==> src/sv/tfn_pkg.sv <==
// shared constants for the triangle face normal pipeline
package tfn_pkg;

  // width of one result component, signed q1.15
  localparam int unsigned NormWidth  = 16;
  // magnitude bits resolved by the cell chain
  localparam int unsigned QBits      = 15;
  // one cell per magnitude bit
  localparam int unsigned NumCells   = QBits;
  // register stages ahead of the cell chain
  localparam int unsigned FrontDepth = 9;
  // scale of the squared test, 2^32 = (2 * 32768)^2
  localparam int unsigned ScaleShift = 32;

endpackage

==> src/sv/tfn_cell.sv <==
// one cell of the chain: settles one magnitude bit of all three components
module tfn_cell
  import tfn_pkg::*;
#(
  parameter int unsigned BIT = 14,
  parameter int unsigned EW  = 104,
  parameter int unsigned SW  = 68
) (
  input  logic                 clk_i,
  input  logic                 rst_ni,
  input  logic                 en_i,
  input  logic                 valid_i,
  input  logic signed [EW-1:0] e_i [3],
  input  logic signed [EW-1:0] r_i [3],
  input  logic [SW-1:0]        s_i,
  input  logic [QBits-1:0]     q_i [3],
  input  logic                 neg_i [3],
  input  logic                 degen_i,
  output logic                 valid_o,
  output logic signed [EW-1:0] e_o [3],
  output logic signed [EW-1:0] r_o [3],
  output logic [SW-1:0]        s_o,
  output logic [QBits-1:0]     q_o [3],
  output logic                 neg_o [3],
  output logic                 degen_o
);

  logic                 valid_q;
  logic signed [EW-1:0] e_q [3];
  logic signed [EW-1:0] r_q [3];
  logic [SW-1:0]        s_q;
  logic [QBits-1:0]     q_q [3];
  logic                 neg_q [3];
  logic                 degen_q;

  logic signed [EW-1:0] sx;
  logic signed [EW-1:0] t [3];
  logic                 take [3];

  // trial remainder with this bit set: e - 2^(b+2) r - 2^(2b+2) s
  always_comb begin
    sx = $signed(EW'(s_i));
    for (int j = 0; j < 3; j++) begin
      t[j]    = e_i[j] - (r_i[j] <<< (BIT + 2)) - (sx <<< (2 * BIT + 2));
      take[j] = ~t[j][EW-1];
    end
  end

  always_ff @(posedge clk_i or negedge rst_ni) begin
    if (!rst_ni) begin
      valid_q <= 1'b0;
    end else if (en_i) begin
      valid_q <= valid_i;
    end
  end

  // keep the trial when it stays non-negative
  always_ff @(posedge clk_i) begin
    if (en_i) begin
      s_q     <= s_i;
      neg_q   <= neg_i;
      degen_q <= degen_i;
      for (int j = 0; j < 3; j++) begin
        e_q[j] <= take[j] ? t[j] : e_i[j];
        r_q[j] <= take[j] ? r_i[j] + (sx <<< (BIT + 1)) : r_i[j];
        q_q[j] <= q_i[j] | (QBits'(take[j]) << BIT);
      end
    end
  end

  assign valid_o = valid_q;
  assign e_o     = e_q;
  assign r_o     = r_q;
  assign s_o     = s_q;
  assign q_o     = q_q;
  assign neg_o   = neg_q;
  assign degen_o = degen_q;

endmodule

==> config.mk <==
export PLATFORM = sky130hd
export DESIGN_NAME = tfn_cell
export DESIGN_NICKNAME = d
export VERILOG_FILES = /design/src/sv/tfn_pkg.sv /design/src/sv/tfn_cell.sv
export SDC_FILE = /design/constraint.sdc
export NUM_CORES = 2
export LEC_CHECK = 0
export ABC_AREA = 1
export BUFFER_PORTS_ARGS = -buffer_cell sky130_fd_sc_hd__buf_2
export CORE_AREA = 5 5 581 583
export DETAILED_ROUTE_END_ITERATION = 10
export DIE_AREA = 0 0 586 588
export MAX_ROUTING_LAYER = met4
export PLACE_DENSITY = 0.38
export SYNTH_ARGS = -nofsm -noshare
export SYNTH_HDL_FRONTEND = slang
export SYNTH_SLANG_ARGS = --single-unit
==> constraint.sdc <==
create_clock -name clk_i -period 0.9 [get_ports clk_i]
set_input_delay 0.18 -clock clk_i [delete_from_list [all_inputs] [get_ports clk_i]]
set_output_delay 0.18 -clock clk_i [all_outputs]
set_load 0.01 [all_outputs]
Yosys cells after proc, flatten, opt, wreduce, memory -nomap -nowiden
Cells that the tools add are included.
{"block": "word_totals", "inputBits": 745, "regBits": 742}
{"block": "op_classes", "bitwise_logic": 6, "mux": 6, "add_sub_neg": 9}
{"operator": "$add 104x84->104", "n": 3}
{"operator": "$mux 104", "n": 3}
{"operator": "$sub 104x104->104", "n": 3}
{"operator": "$sub 104x99->104", "n": 3}
{"operator": "$mux 103", "n": 3}
{"operator": "$or 15x15->15", "n": 3}
{"operator": "$not 1->1", "n": 3}

Logic depth before layout (Yosys ltp)
{"block": "depth", "depth_word": 4, "ltp_mapped": 22, "mapped_depth_nobuf": 20}

Worst setup path before layout
No wires, ideal clock.
{"block": "synth_timing", "kind": "input -> register", "startpoint": "input s_i[55]", "endpoint": "register e_q (netlist bit e_o[158]) (data pin)", "arrival_ns": 2.491, "setup_ns": 0.252, "cell_stages": 16, "required_time_ns": 0.648, "slack_ns": -1.843, "path_cell_list": "inv_1 fa_1 ha_1 nand2_1 inv_2 a21oi_1 a21boi_1 nand2_1 a21oi_1 nand3_2 nand2_1 nand2_4 buf_6 buf_4 nand2_1 nand2_1"}
{"block": "synth_between", "elab_chain_len": 2}
{"element": "start: declaration", "line_no": "tfn_cell.sv:15", "source": "input logic [SW-1:0] s_i,"}
{"element": "$sub 104x99->104", "line_no": "tfn_cell.sv:44", "source": "t[j] = e_i[j] - (r_i[j] <<< (BIT + 2)) - (sx <<< (2 * BIT + 2));"}
{"element": "$mux 103", "line_no": "tfn_cell.sv:64", "source": "e_q[j] <= take[j] ? t[j] : e_i[j];"}
{"element": "end signal: indexed assignment", "line_no": "tfn_cell.sv:64"}
{"element": "end: declaration", "line_no": "tfn_cell.sv:29", "source": "logic signed [EW-1:0] e_q [3];"}
No other way between the ends.
A chain may end at the register's enable or synchronous reset.

Worst setup path after layout
{"block": "layout_timing", "startpoint": "input s_i[48]", "endpoint": "register e_q (netlist bit e_o[134]) (data pin)"}
The elaborated chain is that of the path after synthesis.

==> metrics.md <==
| Metric | Value |
|---|---|
| Status | finished, violations left |
| Failing checks | negative hold slack, negative setup slack |
| Fin. Hold Viols | 2 |
| DR iter-0 viols | 11112 |
| Root buf cell | clkbuf_16 |
| HP Class | in2reg |
| Reg clk slew, reported paths | 60 ps |
| Max H-tree Level | 3 |
| WHS Path Cells | 4 |
| Crit path buffers/inverters | 8 |
| Post-synth ARST share | 0.001348 |
| Post-synth top cells | nand2_1, inv_1, nor2_1 |
| Vias in the first global route | 103970 |
| DRC | 0 |
| Max-cap violations | 0 |
| Num rows | 212 |
| Fin. max-slew vios | 0 |
| Post-Syn Area | 82950 µm² |
| Worst reg-to-reg setup slack | 160 ps |
| Crit start category | primary input |
| Slowest cell on the critical path | fa_2 |
| Gp weighted congestion | 1.059 |
| Boundary pin count | 1487 |
| Final worst slack | -1774 ps |
| Post-synth top area share | 0.2683 |
| Worst R2R Start | valid_o |
| Total Power | 244.5 mW |
| ANT nets after route | 0 |
| RSZ-0062 raised after global routing | yes |
| Max incr delay on CP | 540 ps |
| Layout Skew | 0 ps |
| Global-route wire length before repair | 849.0 mm |
| EDFF count, synth | 741 |
| Final WL | 647.6 mm |
| Drt wl/cell | 27.23 µm |
| Tcrit/Tclk final | 2.971 |
| Placed Cells | 22489 |
| Global-route congestion overflow total | 0 |
| Hold_ws | -200.4 ps |
| Placed Area | 122800 µm² |
| Share of layout cells above drive strength 1 | 0.3353 |
| Critical path, cell by cell | buf_8, clkinvlp_4, buf_12, fa_2, ha_4, buf_6, a21o_1, a21oi_2, nand2_1, nand2_1, nand2_2, a21oi_4, buf_6, nand3_4, nand2_8, nand2_8, buf_16, buf_12, clkbuf_16, nand2_1, nand2_1 |
| Worst Reg-to-Reg Cells | 1 |
| Setup violators final | 2037 |
| Top cell family by delay on the critical path | buffers and inverters |
| Ys Warns | 0 |
| Die height | 588 µm |
| Synth Instances | 13471 |
| FF+latch count, synth | 742 |
| Antenna violations before repair | 124 |
| Worst r2r dst | valid_o |
| Rel. slew slack | 0.3497 |
| Crit path time final | 2674 ps |
| Syn nets | 14948 |
| Port bufs | 1486 |
| Worst-Skew Late Latency | 880 ps |
| Main synth FF type | edfxtp_1 |
| Worst hold path endpoint | r_o[15] |
| Clock net sink count | 742 |
| Switching share of power | 0.4477 |
| Total CTS buffers | 100 |
| Most used cell, CP | nand2_1 |
| Synth Area per Inst | 6.158 µm² |
| Power Dens Cells | 1690 nW/µm² |
| Overall die width | 586 µm |
| Top-count cell post-synth | nand2_1 |
| Non-Filler Instances | 23783 |
| CTS tree | yes |
| LEAKAGE | 78.38 nW |
| Comb pwr share | 0.626 |
| Main area contributors after synthesis | edfxtp_1, nand2_1, inv_1, ha_1, nor2_1 |
| Clk network pwr share | 0.169 |
| Vias/cell | 4.624 |
| Starting density of the core | 0.2498 |
| Fin util | 0.4355 |
| Vias | 109984 |
| Peak supply drop | 1.369 mV |
| Sequential share of the synthesized area | 0.2686 |
| Psw | 109.4 mW |
| Longest Clk Path Bufs | 4 |
| Distinct cells, synth | 45 |
| Critical path class | in2reg |
| Sequential power share | 0.204 |
| CP Capture Type | flop |
| Pin count of the biggest net entering global routing | 39 |
| Die area | 344600 µm² |
| Crit path max fanout | 7 |
| GRT Total Usage | 0.3671 |
| Pint | 135.0 mW |
| Core area | 332100 µm² |
| Hold Crit Start | r_i[15] |
| Worst slew pin tran | 972.3 ps |
| Nets | 20723 |
| Area delta synth->final | 74.35% |
| TritonRoute pass-1 iters | 6 |
| FMAX | 0.3740 GHz |
| DP HPWL | 548.3 mm |
| CP Data Arrival Time | 3310 ps |
| Post-route cell area | 144600 µm² |
| Data required, critical path | 1540 ps |
| Synth area leader | edfxtp_1 |
[cell families after synthesis]
family,Yosys count,share of synthesized area
fa+ha+maj,732,0.1291
buf+inv,2893,0.1371
simple gates,8111,0.3874
mux,1,0.0001357
xor+xnor,327,0.03453
flops,742,0.2686
compound gates,665,0.04314
[cell type report]
type | instances | area, µm²
diodes | 75 | 187.7
clock buffers | 112 | 2547
clock inverters | 65 | 654.4
fillers | 35996 | 187500
inverters | 2723 | 10460
multi-input cells | 9839 | 55670
flip-flops and latches | 742 | 22280
well taps | 4387 | 5489
repair buffers | 5840 | 47340
[power by group through the flow]
stage,Clock (mW),Sequential (mW),Combinational (mW)
finish,41.3,50.0,153
global route,43.5,50.4,161
CTS,42.4,50.0,143
detailed placement,0,50.5,125
global placement,0,50.7,126
floorplan,0,52.7,50.0
[layer usage]
| metal | track usage | vias to the layer above | share of wire |
|---|---|---|---|
| li1 | - | 52637 | - |
| met1 | 0.4921 | 52096 | 0.45 |
| met2 | 0.5513 | 4526 | 0.43 |
| met3 | 0.06338 | 725 | 0.076 |
| met4 | 0.1384 | 0 | 0.046 |
| met5 | - | - | 0 |
[through the flow]
stage          setup slack, ps  setup TNS, ps
6_report                 -1774       -1863290
4_1_cts                  -1679       -1887730
3_5_place_dp             -2944       -1772090
5_1_grt                  -1811       -1927920
2_1_floorplan            -1716        -909010
3_3_place_gp             -2938       -1768290
[registers in the layout (all words and copies together), names as in the netlist]
signal   count
degen_o      1
e_o        312
neg_o        3
q_o         45
r_o        312
s_o         68
valid_o      1
[worst max-delay path by stage]
stage                     startpoint  cells past startpoint  slack [ps]       end
after floorplan              s_i[31]                     18       -1720   e_o[45]
after global placement       s_i[21]                     19       -2940   e_o[89]
after detailed placement     s_i[20]                     19       -2940   e_o[75]
after CTS                    s_i[48]                     24       -1680   e_o[35]
after global routing          s_i[3]                     22       -1810   e_o[68]
final                        s_i[48]                     21       -1770  e_o[134]
[tightest hold or removal path, delay by kind of cell]
family                 cells  cell delay [ps]
AND/OR/NAND/NOR            2               80
buffers and inverters      2              250
[placed cells by master, fill, tap and decap left out, types with 192 or more instances in the layout]
master | Yosys | final
nand2_2 | 24 | 461
nand2_1 | 5915 | 5298
dlygate4sd3_1 | 0 | 813
edfxtp_1 | 741 | 741
nand3_1 | 706 | 630
buf_2 | 71 | 1400
fa_1 | 207 | 192
ha_1 | 525 | 355
buf_4 | 10 | 3193
a21oi_1 | 426 | 353
inv_1 | 2716 | 2605
buf_12 | 1 | 200
xor2_1 | 312 | 300
nor2_1 | 1161 | 1035
[repair_timing]
item | CTS | global route
setup buffers | 111 | 49
pin swaps | 169 | 188
hold buffers | 811 | 3
setup endpoints to repair | 1282 | 2031
gates resized for setup | 1074 | 765
hold endpoints to repair | 825 | 5
gates cloned | 60 | 30
No activity file was read; power rests on OpenSTA's default activity.
